<file path="src/rtl/core/bvcl_pkg.sv">
package bvcl_pkg;

  // field widths
  localparam int ADC_BITS     = 12;
  localparam int VOLT_W       = 16;
  localparam int PCT_W        = 7;
  localparam int CLASS_W      = 2;
  localparam int OFFSET_W     = 12;
  localparam int THRESH_W     = 7;
  localparam int CFG_IDX_W    = 2;
  localparam int CFG_DATA_W   = 12;

  // configuration register indexes
  localparam logic [CFG_IDX_W-1:0] REG_VOLTAGE_OFFSET = 2'd0;
  localparam logic [CFG_IDX_W-1:0] REG_LOW_THRESHOLD  = 2'd1;

  // register reset values
  localparam logic [OFFSET_W-1:0] OFFSET_RESET = 12'd1600;
  localparam logic [THRESH_W-1:0] THRESH_RESET = 7'd60;

  // code * 3000 / 4095 == code * 200 / 273, done as one reciprocal multiply
  // (exact for every 12-bit code)
  localparam int MUL_W       = 28;
  localparam int PROD_W      = ADC_BITS + MUL_W;
  localparam int MV_W        = 12;
  localparam logic [MUL_W-1:0] SCALE_MUL = 28'd196656200;
  localparam int SCALE_SHIFT = 28;

  // mv * 163 / 13, again one reciprocal multiply, exact for mv up to 3000
  localparam logic [MUL_W-1:0] DIV_MUL = 28'd210360628;
  localparam int DIV_SHIFT   = 24;

  // voltage / percent table, descending
  localparam int TABLE_POINTS = 10;
  localparam logic [VOLT_W-1:0] VOLT_PTS [TABLE_POINTS] = '{
    16'd37650, 16'd37600, 16'd37500, 16'd37120, 16'd36720,
    16'd36310, 16'd35870, 16'd35440, 16'd34900, 16'd34500
  };
  localparam logic [PCT_W-1:0] PCT_PTS [TABLE_POINTS] = '{
    7'd100, 7'd90, 7'd80, 7'd70, 7'd60, 7'd50, 7'd40, 7'd30, 7'd20, 7'd10
  };

  // per-segment slope, 100 * dp / dv truncated
  localparam int SLOPE_W = 5;
  localparam logic [SLOPE_W-1:0] SLOPES [TABLE_POINTS-1] = '{
    SLOPE_W'(100 * (PCT_PTS[0] - PCT_PTS[1]) / (VOLT_PTS[0] - VOLT_PTS[1])),
    SLOPE_W'(100 * (PCT_PTS[1] - PCT_PTS[2]) / (VOLT_PTS[1] - VOLT_PTS[2])),
    SLOPE_W'(100 * (PCT_PTS[2] - PCT_PTS[3]) / (VOLT_PTS[2] - VOLT_PTS[3])),
    SLOPE_W'(100 * (PCT_PTS[3] - PCT_PTS[4]) / (VOLT_PTS[3] - VOLT_PTS[4])),
    SLOPE_W'(100 * (PCT_PTS[4] - PCT_PTS[5]) / (VOLT_PTS[4] - VOLT_PTS[5])),
    SLOPE_W'(100 * (PCT_PTS[5] - PCT_PTS[6]) / (VOLT_PTS[5] - VOLT_PTS[6])),
    SLOPE_W'(100 * (PCT_PTS[6] - PCT_PTS[7]) / (VOLT_PTS[6] - VOLT_PTS[7])),
    SLOPE_W'(100 * (PCT_PTS[7] - PCT_PTS[8]) / (VOLT_PTS[7] - VOLT_PTS[8])),
    SLOPE_W'(100 * (PCT_PTS[8] - PCT_PTS[9]) / (VOLT_PTS[8] - VOLT_PTS[9]))
  };

  // offset into a segment is below the widest segment span (540)
  localparam int DV_W    = 10;
  localparam int PROD3_W = SLOPE_W + DV_W;

  // x / 100 as x * 20972 >> 21, exact for x below 43690
  localparam int PDIV_W  = 15;
  localparam logic [PDIV_W-1:0] PCT_DIV_MUL = 15'd20972;
  localparam int PCT_DIV_SHIFT = 21;
  localparam int PROD4_W = PROD3_W + PDIV_W;

  // out-of-table percentages
  localparam logic [PCT_W-1:0] PCT_BELOW = 7'd10;
  localparam logic [PCT_W-1:0] PCT_ABOVE = 7'd99;

  // class bounds
  localparam logic [PCT_W-1:0] CHARGED_LO = 7'd70;
  localparam logic [PCT_W-1:0] CHARGED_HI = 7'd100;
  localparam logic [PCT_W-1:0] MEDIUM_LO  = 7'd30;

  // class codes
  localparam logic [CLASS_W-1:0] CLASS_CHARGED    = 2'd0;
  localparam logic [CLASS_W-1:0] CLASS_MEDIUM     = 2'd1;
  localparam logic [CLASS_W-1:0] CLASS_DISCHARGED = 2'd2;

  // scaled voltage beat between the scaler and the interpolator
  typedef struct packed {
    logic              valid;
    logic [VOLT_W-1:0] voltage;
  } volt_beat_t;

endpackage

</file>
<file path="src/rtl/core/bvcl_scale.sv">
module bvcl_scale import bvcl_pkg::*; (
  input  logic                clk,
  input  logic                rst,
  input  logic                in_valid,
  input  logic [ADC_BITS-1:0] in_code,
  input  logic [OFFSET_W-1:0] offset,
  output volt_beat_t          out_beat
);

  logic              s1_valid;
  logic [PROD_W-1:0] s1_prod;
  logic              s2_valid;
  logic [PROD_W-1:0] s2_prod;
  logic              s3_valid;
  logic [VOLT_W-1:0] s3_voltage;

  logic [MV_W-1:0]   div_mv;
  logic [VOLT_W:0]   volt_sum;

  // divider millivolts from the first product, battery voltage from the second
  assign div_mv   = s1_prod[SCALE_SHIFT +: MV_W];
  assign volt_sum = {1'b0, s2_prod[DIV_SHIFT +: VOLT_W]} + (VOLT_W + 1)'(offset);

  // valid bits
  always_ff @(posedge clk) begin
    if (rst) begin
      s1_valid <= 1'b0;
      s2_valid <= 1'b0;
      s3_valid <= 1'b0;
    end else begin
      s1_valid <= in_valid;
      s2_valid <= s1_valid;
      s3_valid <= s2_valid;
    end
  end

  // payload stages
  always_ff @(posedge clk) begin
    s1_prod    <= PROD_W'(in_code) * PROD_W'(SCALE_MUL);
    s2_prod    <= PROD_W'(div_mv) * PROD_W'(DIV_MUL);
    s3_voltage <= volt_sum[VOLT_W-1:0];
  end

  assign out_beat.valid   = s3_valid;
  assign out_beat.voltage = s3_voltage;

endmodule

</file>
<file path="src/rtl/core/bvcl_interp.sv">
module bvcl_interp import bvcl_pkg::*; (
  input  logic                clk,
  input  logic                rst,
  input  volt_beat_t          in_beat,
  input  logic [THRESH_W-1:0] low_threshold,
  output logic                done,
  output logic [VOLT_W-1:0]   battery_voltage,
  output logic [PCT_W-1:0]    charge_percent,
  output logic [CLASS_W-1:0]  charge_class,
  output logic                low_indicator
);

  // stage a: table compares
  logic                    a_valid;
  logic [VOLT_W-1:0]       a_volt;
  logic [TABLE_POINTS-1:0] a_ge;
  // stage b: slope times offset into segment
  logic                    b_valid;
  logic [VOLT_W-1:0]       b_volt;
  logic [PROD3_W-1:0]      b_prod;
  logic [PCT_W-1:0]        b_base;
  logic                    b_below;
  logic                    b_above;
  // stage c: divide by 100 product
  logic                    c_valid;
  logic [VOLT_W-1:0]       c_volt;
  logic [PROD4_W-1:0]      c_prod;
  logic [PCT_W-1:0]        c_base;
  logic                    c_below;
  logic                    c_above;

  logic [VOLT_W-1:0]       seg_lo;
  logic [SLOPE_W-1:0]      seg_slope;
  logic [PCT_W-1:0]        seg_base;
  logic [VOLT_W-1:0]       seg_diff;
  logic [PCT_W-1:0]        pct_next;
  logic [CLASS_W-1:0]      class_next;

  // segment select: the table is descending, so the compare bits are a thermometer
  always_comb begin
    seg_lo    = '0;
    seg_slope = '0;
    seg_base  = '0;
    for (int i = 0; i < TABLE_POINTS - 1; i++) begin
      if (a_ge[i+1] && !a_ge[i]) begin
        seg_lo    = VOLT_PTS[i+1];
        seg_slope = SLOPES[i];
        seg_base  = PCT_PTS[i+1];
      end
    end
  end

  assign seg_diff = a_volt - seg_lo;

  // final percentage and its class
  always_comb begin
    if (c_below) begin
      pct_next = PCT_BELOW;
    end else if (c_above) begin
      pct_next = PCT_ABOVE;
    end else begin
      pct_next = c_base + c_prod[PCT_DIV_SHIFT +: PCT_W];
    end
    if (pct_next >= CHARGED_LO && pct_next <= CHARGED_HI) begin
      class_next = CLASS_CHARGED;
    end else if (pct_next >= MEDIUM_LO) begin
      class_next = CLASS_MEDIUM;
    end else begin
      class_next = CLASS_DISCHARGED;
    end
  end

  // valid bits
  always_ff @(posedge clk) begin
    if (rst) begin
      a_valid <= 1'b0;
      b_valid <= 1'b0;
      c_valid <= 1'b0;
      done    <= 1'b0;
    end else begin
      a_valid <= in_beat.valid;
      b_valid <= a_valid;
      c_valid <= b_valid;
      done    <= c_valid;
    end
  end

  // payload stages
  always_ff @(posedge clk) begin
    a_volt <= in_beat.voltage;
    for (int i = 0; i < TABLE_POINTS; i++) begin
      a_ge[i] <= in_beat.voltage >= VOLT_PTS[i];
    end

    b_volt  <= a_volt;
    b_prod  <= PROD3_W'(seg_slope) * PROD3_W'(seg_diff[DV_W-1:0]);
    b_base  <= seg_base;
    b_below <= !a_ge[TABLE_POINTS-1];
    b_above <= a_ge[0];

    c_volt  <= b_volt;
    c_prod  <= PROD4_W'(b_prod) * PROD4_W'(PCT_DIV_MUL);
    c_base  <= b_base;
    c_below <= b_below;
    c_above <= b_above;

    battery_voltage <= c_volt;
    charge_percent  <= pct_next;
    charge_class    <= class_next;
    low_indicator   <= pct_next < low_threshold;
  end

endmodule

</file>
<file path="src/rtl/core/battery_voltage_to_charge_level.sv">
// Battery voltage to charge level. Each beat taken on start (busy is never
// raised) is one filtered 12-bit ADC code; it is scaled to battery voltage,
// offset, and interpolated over a ten-point table into a 10..99 percent
// charge, a charge class and a low flag. The pipeline takes one sample every
// cycle and returns each result with a one-cycle done pulse; done cannot be
// held off, so the receiver must capture the result in that cycle. Each
// sample passes through these registered stages in order: two reciprocal
// multiplies for the scaling, the offset add, the table compare, the slope
// multiply, the divide-by-100 multiply and the output register. Register
// writes are always accepted (cfg_ready is tied high) and must only be made
// while no sample is in flight.
module battery_voltage_to_charge_level import bvcl_pkg::*; (
  input  logic                  clk,
  input  logic                  rst,
  input  logic                  start,
  output logic                  busy,
  input  logic [ADC_BITS-1:0]   filtered_adc,
  output logic                  done,
  output logic [VOLT_W-1:0]     battery_voltage,
  output logic [PCT_W-1:0]      charge_percent,
  output logic [CLASS_W-1:0]    charge_class,
  output logic                  low_indicator,
  input  logic                  cfg_valid,
  output logic                  cfg_ready,
  input  logic [CFG_IDX_W-1:0]  cfg_index,
  input  logic [CFG_DATA_W-1:0] cfg_data
);

  logic [OFFSET_W-1:0] voltage_offset;
  logic [THRESH_W-1:0] low_threshold;
  volt_beat_t          volt_beat;

  assign busy      = 1'b0;
  assign cfg_ready = 1'b1;

  // configuration registers
  always_ff @(posedge clk) begin
    if (rst) begin
      voltage_offset <= OFFSET_RESET;
      low_threshold  <= THRESH_RESET;
    end else if (cfg_valid && cfg_ready) begin
      case (cfg_index)
        REG_VOLTAGE_OFFSET: voltage_offset <= cfg_data[OFFSET_W-1:0];
        REG_LOW_THRESHOLD:  low_threshold  <= cfg_data[THRESH_W-1:0];
        default: ;
      endcase
    end
  end

  // adc code to battery voltage
  bvcl_scale u_scale (
    .clk      (clk),
    .rst      (rst),
    .in_valid (start && !busy),
    .in_code  (filtered_adc),
    .offset   (voltage_offset),
    .out_beat (volt_beat)
  );

  // battery voltage to percent, class and low flag
  bvcl_interp u_interp (
    .clk             (clk),
    .rst             (rst),
    .in_beat         (volt_beat),
    .low_threshold   (low_threshold),
    .done            (done),
    .battery_voltage (battery_voltage),
    .charge_percent  (charge_percent),
    .charge_class    (charge_class),
    .low_indicator   (low_indicator)
  );

endmodule

</file>
<file path="config.mk">
export PLATFORM = sky130hd
export DESIGN_NAME = battery_voltage_to_charge_level
export DESIGN_NICKNAME = d
export VERILOG_FILES = /design/src/rtl/core/bvcl_pkg.sv /design/src/rtl/core/bvcl_scale.sv /design/src/rtl/core/bvcl_interp.sv /design/src/rtl/core/battery_voltage_to_charge_level.sv
export SDC_FILE = /design/constraint.sdc
export NUM_CORES = 1
export LEC_CHECK = 0
export BUFFER_PORTS_ARGS = -buffer_cell sky130_fd_sc_hd__buf_2
export CAP_MARGIN = 20
export CORE_ASPECT_RATIO = 0.5
export CORE_MARGIN = 2
export CORE_UTILIZATION = 32
export DETAILED_ROUTE_END_ITERATION = 7
export PLACE_DENSITY = 0.57
export SYNTH_ARGS = -nofsm -noshare
export SYNTH_HDL_FRONTEND = slang
export SYNTH_SLANG_ARGS = --single-unit
</file>
<file path="constraint.sdc">
create_clock -name clk -period 11.6 [get_ports clk]
set_clock_uncertainty 0.2 [all_clocks]
set_input_delay 2.32 -clock clk [delete_from_list [all_inputs] [get_ports clk]]
set_output_delay 2.32 -clock clk [all_outputs]
set_load 0.005 [all_outputs]
</file>
# Word level (Yosys, flattened, before mapping)
# Cells that the tools add are included.
# word_totals
regBits	260
in_bits	30
out_inout_bits	29
elab_cells	108
# classes
n_addsub	3
mul	4
order_cmp	14
eq_ne	1
n_mux	29
n_reduce_logical	26
# op_table
operator	n
greater-or-equal comparator 16 bit (second input constant)	10
2-to-1 mux 10 bit	9
2-to-1 mux 5 bit	11
multiplier 12 x 26 -> 38 bit (second input constant)	1
multiplier 12 x 25 -> 37 bit (second input constant)	1
2-to-1 mux 7 bit	5
multiplier 15 x 13 -> 26 bit (second input constant)	1
2-to-1 mux 6 bit	3
adder 16 x 12 -> 16 bit	1
multiplier 5 x 10 -> 15 bit	1
logical AND 1 bit	10
zero test 1 bit	10
subtractor 10 bit	1
OR reduction 8 bit	1
adder 7 bit	1
greater-or-equal comparator 7 x 5 -> 1 bit (second input constant)	1
greater-or-equal comparator 7 bit (second input constant)	1
<= comparator 7 bit (second input constant)	1
< comparator 7 bit	1
OR reduction 6 bit	1
AND reduction 2 bit	2
OR reduction 3 bit	1
equality test 2 x 1 -> 1 bit (second input constant)	1
zero test 2 bit	1
2-to-1 mux 2 bit	1

# Depth between registers and ports, before layout
# Gate-level depths: netlist of run 1.
# logic_depth
word_depth	13
mapped_depth	26
ltp_nobuf	25

# Cells and area by module
# Synthesis of run 1 repeated with hierarchy kept, for this count alone.
# hier_totals
hier_cells	2065
hier_area_um2	20041.7
# by_module_without_submodules
mod	instances	cells_per_inst	area_each_um2	seq_area_each_um2
bvcl_scale	1	1096	10383.7	940.9
bvcl_interp	1	883	8811.0	2522.4
battery_voltage_to_charge_level	1	86	847.1	380.4

# Worst setup path before layout of run 1
# OpenSTA, ideal clock, no wires.
# synth_timing
path_kind	input -> register
start	input port filtered_adc[9]
end	register u_scale.s1_prod[38]
setup_time_ps	72
t_arrival_ps	6925
t_required_ps	11328
setup_slack_ps	4403
cell_stages	17
n_path_buf	0
path_cell_list	fa_1 -> fa_1 -> inv_1 -> fa_1 -> inv_1 -> fa_1 -> fa_1 -> ha_1 -> and3_1 -> a21boi_1 -> o31ai_2 -> o211a_1 -> o21ai_1 -> a41o_1 -> a211o_1 -> a21oi_2 -> xnor2_1
# synth_via
elab_chain_cells	1
# synth_rtl
item	line	source
start, declared	battery_voltage_to_charge_level.sv:17	input logic [ADC_BITS-1:0] filtered_adc,
multiplier 12 x 25 -> 37 bit	bvcl_scale.sv:39	s1_prod <= PROD_W'(in_code) * PROD_W'(SCALE_MUL);
end signal, assigned	bvcl_scale.sv:39	
end, declared	bvcl_scale.sv:11	logic [PROD_W-1:0] s1_prod;
# Every way passes these cells.
# A chain may end at the register's enable or synchronous reset.

# Worst setup path after layout of run 1
# Same ends and word-level chain as after synthesis.

==> impl_results.html, run 1 <==
<table>
<tr><th>Metric</th><th>Value</th></tr>
<tr><th colspan="2">Logic synthesis</th></tr>
<tr><td>Synth Area per Inst</td><td>10.1 sq um</td></tr>
<tr><td>Number of library cell types mapped by synthesis</td><td>64</td></tr>
<tr><td>Total nets after synthesis</td><td>2548</td></tr>
<tr><td>Synthesized instance count</td><td>1896</td></tr>
<tr><td>Sequential fraction of the synthesis area</td><td>0.201</td></tr>
<tr><td>Combined area of all synthesized cells</td><td>19100 sq um</td></tr>
<tr><td>Most used DFF post-synth</td><td>dfxtp_1</td></tr>
<tr><td>Top post-synthesis cells by area</td><td>fa_1, ha_1, dfxtp_1</td></tr>
<tr><td>Number of enable flip-flop cells after synthesis</td><td>0</td></tr>
<tr><td>Number of storage elements in the synthesis netlist</td><td>192</td></tr>
<tr><td>Asr flop ratio synth</td><td>0</td></tr>
<tr><td>Top cell type by total area after synthesis</td><td>fa_1</td></tr>
<tr><td>Yosys top cell area share</td><td>0.275</td></tr>
<tr><td>Warnings, synthesis</td><td>0</td></tr>
<tr><th colspan="2">STA</th></tr>
<tr><td>Number of hold-slack violations in the final timing report</td><td>0</td></tr>
<tr><td>Worst-margin pin slew</td><td>815 ps</td></tr>
<tr><td>Fmax achieved</td><td>138 MHz</td></tr>
<tr><td>Setup TNS</td><td>0 ps</td></tr>
<tr><td>Normalized max-slew margin</td><td>0.456</td></tr>
<tr><td>Time the final worst path needs with I/O delays and setup</td><td>7250 ps</td></tr>
<tr><td>Number of slew-limit violations in the final report</td><td>0</td></tr>
<tr><td>Setup repair after global routing missed its margin</td><td>no</td></tr>
<tr><td>Setup violation total in the final timing report</td><td>0</td></tr>
<tr><td>Final Cycle Share</td><td>0.625</td></tr>
<tr><th colspan="2">Worst hold path</th></tr>
<tr><td>Hold path endpoint</td><td>u_interp.a_volt[0]</td></tr>
<tr><td>Beginning of the worst hold path</td><td>u_scale.s3_voltage[0]</td></tr>
<tr><td>Hold Crit Depth</td><td>0</td></tr>
<tr><td>Worst min-delay path category</td><td>register to register</td></tr>
<tr><th colspan="2">Clocking</th></tr>
<tr><td>Clk Tree Root Cell</td><td>clkbuf_16</td></tr>
<tr><td>CTS tree</td><td>yes</td></tr>
<tr><td>Num CTS Buffers</td><td>17</td></tr>
<tr><td>Cts hold-fix bufs</td><td>0</td></tr>
<tr><td>Buffer levels on the longest clock path</td><td>2</td></tr>
<tr><td>Clock latency at the later pin of the worst-skew pair</td><td>460 ps</td></tr>
<tr><td>Total of cells resized after clock tree synthesis</td><td>0</td></tr>
<tr><td>Clock Sinks</td><td>192</td></tr>
<tr><td>Worst-path clk slew</td><td>80 ps</td></tr>
<tr><td>Number of buffers added for setup after CTS</td><td>0</td></tr>
<tr><td>Depth of the CTS H-tree</td><td>4</td></tr>
<tr><th colspan="2">GRT</th></tr>
<tr><td>Number of global-route vias before repair</td><td>12900</td></tr>
<tr><td>Global-route wire length before repair</td><td>65.2 mm</td></tr>
<tr><td>Antenna violations before repair</td><td>0</td></tr>
<tr><td>Total overflow reported by the global router</td><td>0</td></tr>
<tr><td>Overall Global Routing Usage</td><td>0.132</td></tr>
<tr><td>Maximum number of pins on one net before global-route repair</td><td>27</td></tr>
<tr><th colspan="2">Drt</th></tr>
<tr><td>Routed length per placed instance</td><td>13.9 microns</td></tr>
<tr><td>Drt total wl</td><td>38.2 mm</td></tr>
<tr><td>Vias</td><td>12300</td></tr>
<tr><td>Avg Vias per Cell</td><td>4.46</td></tr>
<tr><td>DRC violation count after routing</td><td>0</td></tr>
<tr><td>First-pass iteration count of the detailed router</td><td>5</td></tr>
<tr><td>DR iter-0 viols</td><td>478</td></tr>
<tr><td>Remaining antenna violation count after routing</td><td>0</td></tr>
<tr><th colspan="2">Placement</th></tr>
<tr><td>Port Buffer Count</td><td>56</td></tr>
<tr><td>Routability cong.</td><td>0.909</td></tr>
<tr><td>HPWL Detailed</td><td>33.4 mm</td></tr>
<tr><th colspan="2">Finish</th></tr>
<tr><td>Most frequent standard cell in the layout excluding fill and tap cells</td><td>inv_1</td></tr>
<tr><td>Share of layout cells above drive strength 1</td><td>0.0543</td></tr>
<tr><td>Most frequent cells in the layout</td><td>inv_1, ha_1, fa_1, dfxtp_1, nand2_1</td></tr>
<tr><td>Nets</td><td>2609</td></tr>
<tr><td>Antenna fix cells</td><td>0</td></tr>
<tr><td>Layout Utilization</td><td>0.354</td></tr>
<tr><td>Area added between synthesis and finish</td><td>9.65%</td></tr>
<tr><th colspan="2">Critical path</th></tr>
<tr><td>R2r worst-path depth</td><td>24</td></tr>
<tr><td>Startpoint of the worst register-to-register path</td><td>u_interp.a_ge[8]</td></tr>
<tr><td>Largest fanout of any net on the critical path</td><td>7</td></tr>
<tr><td>Series of cell instances along the critical path</td><td>buf_2 &gt; fa_1 &gt; fa_1 &gt; inv_1 &gt; fa_1 &gt; inv_1 &gt; fa_1 &gt; fa_1 &gt; ha_1 &gt; and3_1 &gt; a21boi_1 &gt; o31ai_2 &gt; o211a_1 &gt; o21ai_1 &gt; a41o_1 &gt; a211o_1 &gt; a21oi_2 &gt; xnor2_1</td></tr>
<tr><td>Critical register-to-register path endpoint</td><td>u_interp.b_prod[14]</td></tr>
<tr><td>Data arrival time of the critical path</td><td>7430 ps</td></tr>
<tr><td>Crit path launch type</td><td>primary input</td></tr>
<tr><td>Slowest CP cell</td><td>fa_1</td></tr>
<tr><td>CP Capture Type</td><td>register</td></tr>
<tr><td>Critical Path Most Common Cell</td><td>fa_1</td></tr>
<tr><td>Largest stage delay on the critical path</td><td>600 ps</td></tr>
<tr><td>Worst reg-to-reg setup slack</td><td>4990 ps</td></tr>
<tr><td>Dominant delay contributor by cell family on the critical path</td><td>adder cells</td></tr>
<tr><td>WP buf/inv</td><td>3</td></tr>
<tr><td>CP required</td><td>11780 ps</td></tr>
<tr><td>Classification of the worst setup path</td><td>primary input to register</td></tr>
<tr><th colspan="2">Floorplan</th></tr>
<tr><td>Die Width</td><td>350 microns</td></tr>
<tr><td>Die area</td><td>61800 sq um</td></tr>
<tr><td>Die Ht</td><td>177 microns</td></tr>
<tr><td>Core Rows</td><td>63</td></tr>
<tr><td>Starting density of the core</td><td>0.323</td></tr>
<tr><td>IO Count</td><td>59</td></tr>
<tr><td>Core area</td><td>59100 sq um</td></tr>
<tr><th colspan="2">Outcome</th></tr>
<tr><td>Run status</td><td>finished, final reports clean</td></tr>
<tr><th colspan="2">Job</th></tr>
<tr><td>Maximum Capacitance Violations</td><td>0</td></tr>
</table>
==> layer usage <==
| layer | part of all wire | up-vias | track usage |
|---|---|---|---|
| met5 | 0 | - | 0 |
| met4 | 0.020 | 0 | 0.0383 |
| met3 | 0.023 | 39 | 0.0187 |
| met2 | 0.50 | 123 | 0.233 |
| met1 | 0.46 | 5933 | 0.169 |
| li1 | - | 6172 | - |
==> cells by family after synthesis <==
kind of cell,Yosys count,share of synthesized area
compound gates,237,0.0817
xor+xnor,77,0.0353
fa+ha+maj,622,0.510
buf+inv,453,0.0894
flops,192,0.201
mux,3,0.00157
other cells,2,0.000393
simple gates,310,0.0801
==> sequential cells by signal, summed over array words and instances (netlist names), 2 cells and up <==
| register | flops |
|---|---|
| u_scale.s3_voltage | 16 |
| u_interp.b_prod | 15 |
| voltage_offset | 12 |
| u_interp.charge_class | 2 |
| low_threshold | 7 |
| u_interp.c_base | 6 |
| u_interp.a_volt | 16 |
| u_interp.b_volt | 16 |
| u_interp.b_base | 6 |
| u_interp.charge_percent | 7 |
| u_scale.s2_prod | 16 |
| u_interp.c_volt | 16 |
| u_interp.battery_voltage | 16 |
| u_interp.a_ge | 10 |
| u_scale.s1_prod | 12 |
| u_interp.c_prod | 7 |
==> stage by stage <==
stage	cell area [sq um]	worst slack [ps]	cells	hold slack, ps
finish	20900	4350	2750	126
global route	20900	4140	2750	133
CTS	20900	4380	2750	131
detailed placement	20300	3900	2718	112
global placement	20300	3910	2718	111
floorplan	19100	4400	1896	110
==> worst max path at each step <==
| stage | startpoint | to | slack (ps) | depth (start not counted) |
|---|---|---|---|---|
| floorplan | filtered_adc[9] | u_scale.s1_prod[38] | 4400 | 17 |
| global placement | filtered_adc[9] | u_scale.s1_prod[38] | 3910 | 18 |
| detailed placement | filtered_adc[10] | u_scale.s1_prod[38] | 3900 | 18 |
| CTS | filtered_adc[10] | u_scale.s1_prod[38] | 4380 | 18 |
| global route | filtered_adc[10] | u_scale.s1_prod[38] | 4140 | 18 |
| finish | filtered_adc[9] | u_scale.s1_prod[38] | 4350 | 18 |
==> cell type report <==
class | instances | area (sq um)
multi-input combinational | 1251 | 13600
clock buffer | 17 | 425
tap | 780 | 976
fill | 5965 | 38200
timing repair buffer | 58 | 295
clock inverter | 15 | 215
sequential | 192 | 3840
inverter | 437 | 1640
==> cells in the mapped netlist (all sizes together) (3+ instances only) <==
cell type	instances
and3	8
a21boi	4
xor2	26
a31oi	14
or2	5
nor2b	32
nor3	15
o21a	9
nand3b	4
nand3	27
o21bai	6
or4	3
o31ai	5
clkbuf	14
nand2b	24
or3	5
fa	262
mux2i	3
o31a	4
o21ai	44
a21o	43
nand4	6
nor2	64
dfxtp	192
o211ai	3
o221ai	3
a211oi	5
nand2	91
and2	15
o41ai	5
inv	437
ha	360
and4	4
a21oi	76
xnor2	51
Power of run 1 is not shown: default switching activity piles up to over one toggle a cycle in this logic, so the estimate is an artifact.
==> inputs of run 2 (changes only) <==
ABC_AREA = 1   (was default)
PLACE_DENSITY = 0.56   (was 0.57)
clock period = 7.2 ns   (was 11.6 ns; I/O delays follow)
==> run 2 against run 1 <==
Effect of this change: critical path depth is 11 higher; die area increased by 11%; register-to-register slack got worse by 3500 ps; wire length rose by 32%; worst setup slack worse by 2900 ps; utilization is 0.062 points higher; largest cell class unchanged; highest routed layer unchanged.
==> impl_results.html, run 2 <==
<table>
<tr><th>Metric</th><th>Value</th></tr>
<tr><th colspan="2">Critical path</th></tr>
<tr><td>Data arrival time of the critical path</td><td>5860 ps (-1570 ps)</td></tr>
<tr><td>Largest fanout of any net on the critical path</td><td>6 (-1)</td></tr>
<tr><td>Slowest CP cell</td><td>fa_1</td></tr>
<tr><td>R2r worst-path depth</td><td>29 (+21%)</td></tr>
<tr><td>CP Capture Type</td><td>register</td></tr>
<tr><td>Crit path launch type</td><td>register</td></tr>
<tr><td>Critical Path Most Common Cell</td><td>nand2_1</td></tr>
<tr><td>Startpoint of the worst register-to-register path</td><td>u_interp.a_ge[9]</td></tr>
<tr><td>CP required</td><td>7340 ps (-4440 ps)</td></tr>
<tr><td>Worst reg-to-reg setup slack</td><td>1480 ps (-3510 ps)</td></tr>
<tr><td>Classification of the worst setup path</td><td>register to register</td></tr>
<tr><td>Critical register-to-register path endpoint</td><td>u_interp.b_prod[14]</td></tr>
<tr><td>Largest stage delay on the critical path</td><td>540 ps (-60 ps)</td></tr>
<tr><th colspan="2">STA</th></tr>
<tr><td>Number of slew-limit violations in the final report</td><td>0 (unchanged)</td></tr>
<tr><td>Setup TNS</td><td>0 ps (unchanged)</td></tr>
<tr><td>Normalized max-slew margin</td><td>0.617 (+0.161)</td></tr>
<tr><td>Number of hold-slack violations in the final timing report</td><td>0 (unchanged)</td></tr>
<tr><td>Final Cycle Share</td><td>0.794</td></tr>
<tr><td>Time the final worst path needs with I/O delays and setup</td><td>5720 ps</td></tr>
<tr><td>Setup violation total in the final timing report</td><td>0 (unchanged)</td></tr>
<tr><td>Fmax achieved</td><td>175 MHz</td></tr>
<tr><td>Setup repair after global routing missed its margin</td><td>no</td></tr>
<tr><td>Worst-margin pin slew</td><td>574 ps (-241 ps)</td></tr>
<tr><th colspan="2">Finish</th></tr>
<tr><td>Number of fill cells</td><td>6942 (+16%)</td></tr>
<tr><td>Total area of sequential cells</td><td>3840 sq um (unchanged)</td></tr>
<tr><td>Area added between synthesis and finish</td><td>9.01%</td></tr>
<tr><td>Most frequent standard cell in the layout excluding fill and tap cells</td><td>inv_1</td></tr>
<tr><td>Most frequent cells in the layout</td><td>inv_1, nand2_1, ha_1, fa_1, nor2_1</td></tr>
<tr><td>Area of the multi-input gates</td><td>15100 sq um (+12%)</td></tr>
<tr><td>Antenna fix cells</td><td>0 (unchanged)</td></tr>
<tr><td>Share of layout cells above drive strength 1</td><td>0.0445 (-0.00978)</td></tr>
<tr><td>Nets</td><td>3267 (+25%)</td></tr>
<tr><th colspan="2">Floorplan</th></tr>
<tr><td>Die Width</td><td>369 microns (+5.5%)</td></tr>
<tr><td>Die area</td><td>68800 sq um (+11%)</td></tr>
<tr><td>Core area</td><td>65400 sq um (+11%)</td></tr>
<tr><td>IO Count</td><td>59 (unchanged)</td></tr>
<tr><td>Starting density of the core</td><td>0.326 (+0.00247)</td></tr>
<tr><td>Core Rows</td><td>66 (+4.8%)</td></tr>
<tr><td>Die Ht</td><td>186 microns (+5.5%)</td></tr>
<tr><th colspan="2">GRT</th></tr>
<tr><td>Total overflow reported by the global router</td><td>0 (unchanged)</td></tr>
<tr><td>Global-route wire length before repair</td><td>84.9 mm (+30%)</td></tr>
<tr><td>Number of global-route vias before repair</td><td>16800 (+30%)</td></tr>
<tr><td>Overall Global Routing Usage</td><td>0.153 (+0.0209)</td></tr>
<tr><td>Maximum number of pins on one net before global-route repair</td><td>20 (-26%)</td></tr>
<tr><td>Antenna violations before repair</td><td>0 (unchanged)</td></tr>
<tr><th colspan="2">Drt</th></tr>
<tr><td>Drt total wl</td><td>50.5 mm (+32%)</td></tr>
<tr><td>Remaining antenna violation count after routing</td><td>0 (unchanged)</td></tr>
<tr><td>Vias</td><td>15900 (+30%)</td></tr>
<tr><td>DRC violation count after routing</td><td>0 (unchanged)</td></tr>
<tr><td>Routed length per placed instance</td><td>14.4 microns (+3.6%)</td></tr>
<tr><td>First-pass iteration count of the detailed router</td><td>5 (unchanged)</td></tr>
<tr><td>DR iter-0 viols</td><td>705 (+47%)</td></tr>
<tr><td>Avg Vias per Cell</td><td>4.53 (+1.6%)</td></tr>
<tr><th colspan="2">Clocking</th></tr>
<tr><td>Num CTS Buffers</td><td>17 (unchanged)</td></tr>
<tr><td>Clock Sinks</td><td>192 (unchanged)</td></tr>
<tr><td>Buffer levels on the longest clock path</td><td>2 (unchanged)</td></tr>
<tr><td>Depth of the CTS H-tree</td><td>4 (unchanged)</td></tr>
<tr><td>Total of cells resized after clock tree synthesis</td><td>0 (unchanged)</td></tr>
<tr><td>Clk Tree Root Cell</td><td>clkbuf_16</td></tr>
<tr><td>Worst-path clk slew</td><td>90 ps (about the same)</td></tr>
<tr><td>Cts hold-fix bufs</td><td>0 (unchanged)</td></tr>
<tr><td>Number of buffers added for setup after CTS</td><td>0 (unchanged)</td></tr>
<tr><td>Clock latency at the later pin of the worst-skew pair</td><td>450 ps (about the same)</td></tr>
<tr><td>CTS tree</td><td>yes</td></tr>
<tr><th colspan="2">Logic synthesis</th></tr>
<tr><td>Total nets after synthesis</td><td>3200 (+26%)</td></tr>
<tr><td>Synth Area per Inst</td><td>8.36 sq um (-17%)</td></tr>
<tr><td>Top cell type by total area after synthesis</td><td>fa_1</td></tr>
<tr><td>Yosys top cell area share</td><td>0.246 (-0.0283)</td></tr>
<tr><td>Most used DFF post-synth</td><td>dfxtp_1</td></tr>
<tr><td>Most instantiated cells after synthesis</td><td>inv_1, nand2_1, ha_1</td></tr>
<tr><td>Synthesized instance count</td><td>2548 (+34%)</td></tr>
<tr><td>Number of enable flip-flop cells after synthesis</td><td>0 (unchanged)</td></tr>
<tr><td>Most repeated cell in the gate-level netlist after synthesis</td><td>inv_1</td></tr>
<tr><td>Number of storage elements in the synthesis netlist</td><td>192 (unchanged)</td></tr>
<tr><td>Sequential fraction of the synthesis area</td><td>0.180 (-0.0207)</td></tr>
<tr><td>Asr flop ratio synth</td><td>0 (unchanged)</td></tr>
<tr><td>Warnings, synthesis</td><td>0 (unchanged)</td></tr>
<tr><td>Number of library cell types mapped by synthesis</td><td>54 (-16%)</td></tr>
<tr><td>Top post-synthesis cells by area</td><td>fa_1, ha_1, dfxtp_1</td></tr>
<tr><td>Combined area of all synthesized cells</td><td>21300 sq um (+11%)</td></tr>
<tr><th colspan="2">Placement</th></tr>
<tr><td>Routability cong.</td><td>0.889 (-2.2%)</td></tr>
<tr><td>HPWL Detailed</td><td>44.5 mm (+33%)</td></tr>
<tr><td>Port Buffer Count</td><td>56 (unchanged)</td></tr>
<tr><th colspan="2">Worst hold path</th></tr>
<tr><td>Beginning of the worst hold path</td><td>u_interp.b_volt[11]</td></tr>
<tr><td>Hold path endpoint</td><td>u_interp.c_volt[11]</td></tr>
<tr><td>Hold Crit Depth</td><td>0 (unchanged)</td></tr>
<tr><td>Worst min-delay path category</td><td>register to register</td></tr>
<tr><th colspan="2">Job</th></tr>
<tr><td>Maximum Capacitance Violations</td><td>0 (unchanged)</td></tr>
<tr><th colspan="2">Outcome</th></tr>
<tr><td>Run status</td><td>finished, final reports clean</td></tr>
</table>
run 2: changes by cell type in the layout (fill, tap and decap cells not counted), moves of 15 or more:
cell,delta
nand2_1,+312
inv_1,+164
nor2_1,+136
a21oi_1,+54
nand3_1,+54
xnor2_1,-42
nor2b_1,-32
o21ai_0,+31
nand2b_1,-24
a21o_1,-20
and2_1,-15
run 2: routing by layer:
layer  vias to the layer above  GRT usage  wire length (microns)
met5                         -          0                      0
met4                         0     0.0328                    857
met3                        60     0.0200                   1390
met2                       223      0.271                  24600
met1                      7546      0.199                  23600
li1                       8084          -                      -
run 2: logic make-up (layout without fill, tap and decap cells):
logic type      count (synthesis)  count (layout)  synth area share
other cells                     2               2          0.000353
fa+ha+maj                     622             622             0.458
flops                         192             192             0.180
simple gates                  769             769             0.151
compound gates                296             296            0.0806
buf+inv                       618             697             0.110
xor+xnor                       49              49            0.0202
run 2: cell type report:
cell class | count | area share
multi-input combinational | 1738 | 0.651
sequential | 192 | 0.166
inverter | 609 | 0.0986
tap | 884 | 0.0476
clock buffer | 18 | 0.0185
timing repair buffer | 57 | 0.0124
clock inverter | 13 | 0.00625
run 2: worst max-delay path by stage:
stage	start	endpoint	depth (start not counted)
final	u_interp.a_ge[9]	u_interp.b_prod[14]	29
after detailed placement	filtered_adc[10]	u_scale.s1_prod[36]	19
after CTS	u_interp.a_ge[9]	u_interp.b_prod[14]	29
after floorplan	filtered_adc[9]	u_scale.s1_prod[39]	16
after global placement	filtered_adc[10]	u_scale.s1_prod[39]	17
after global routing	u_interp.a_ge[9]	u_interp.b_prod[14]	31
run 2: metrics by stage:
stage	setup WS, ps	area [sq um]	util	hold WS [ps]	std cells
2_1_floorplan	1560	21300	-	110	2548
3_3_place_gp	1120	22600	0.346	112	3480
3_5_place_dp	1090	22600	0.346	113	3480
4_1_cts	1490	23200	0.355	125	3511
5_1_grt	1110	23200	0.355	132	3511
6_report	1480	23200	0.355	125	3511
run 2: critical path, delay by kind of cell, from the launching register on:
kind	cells	cell delay, ps
adders and majority gates	6	2550
buffers and inverters	6	410
and+or+nand+nor	11	1180
xor gates and xnor gates	1	140
DFF	1	320
AOI/OAI and AO/OA	5	820
Power of run 2 is left out for the same reason.
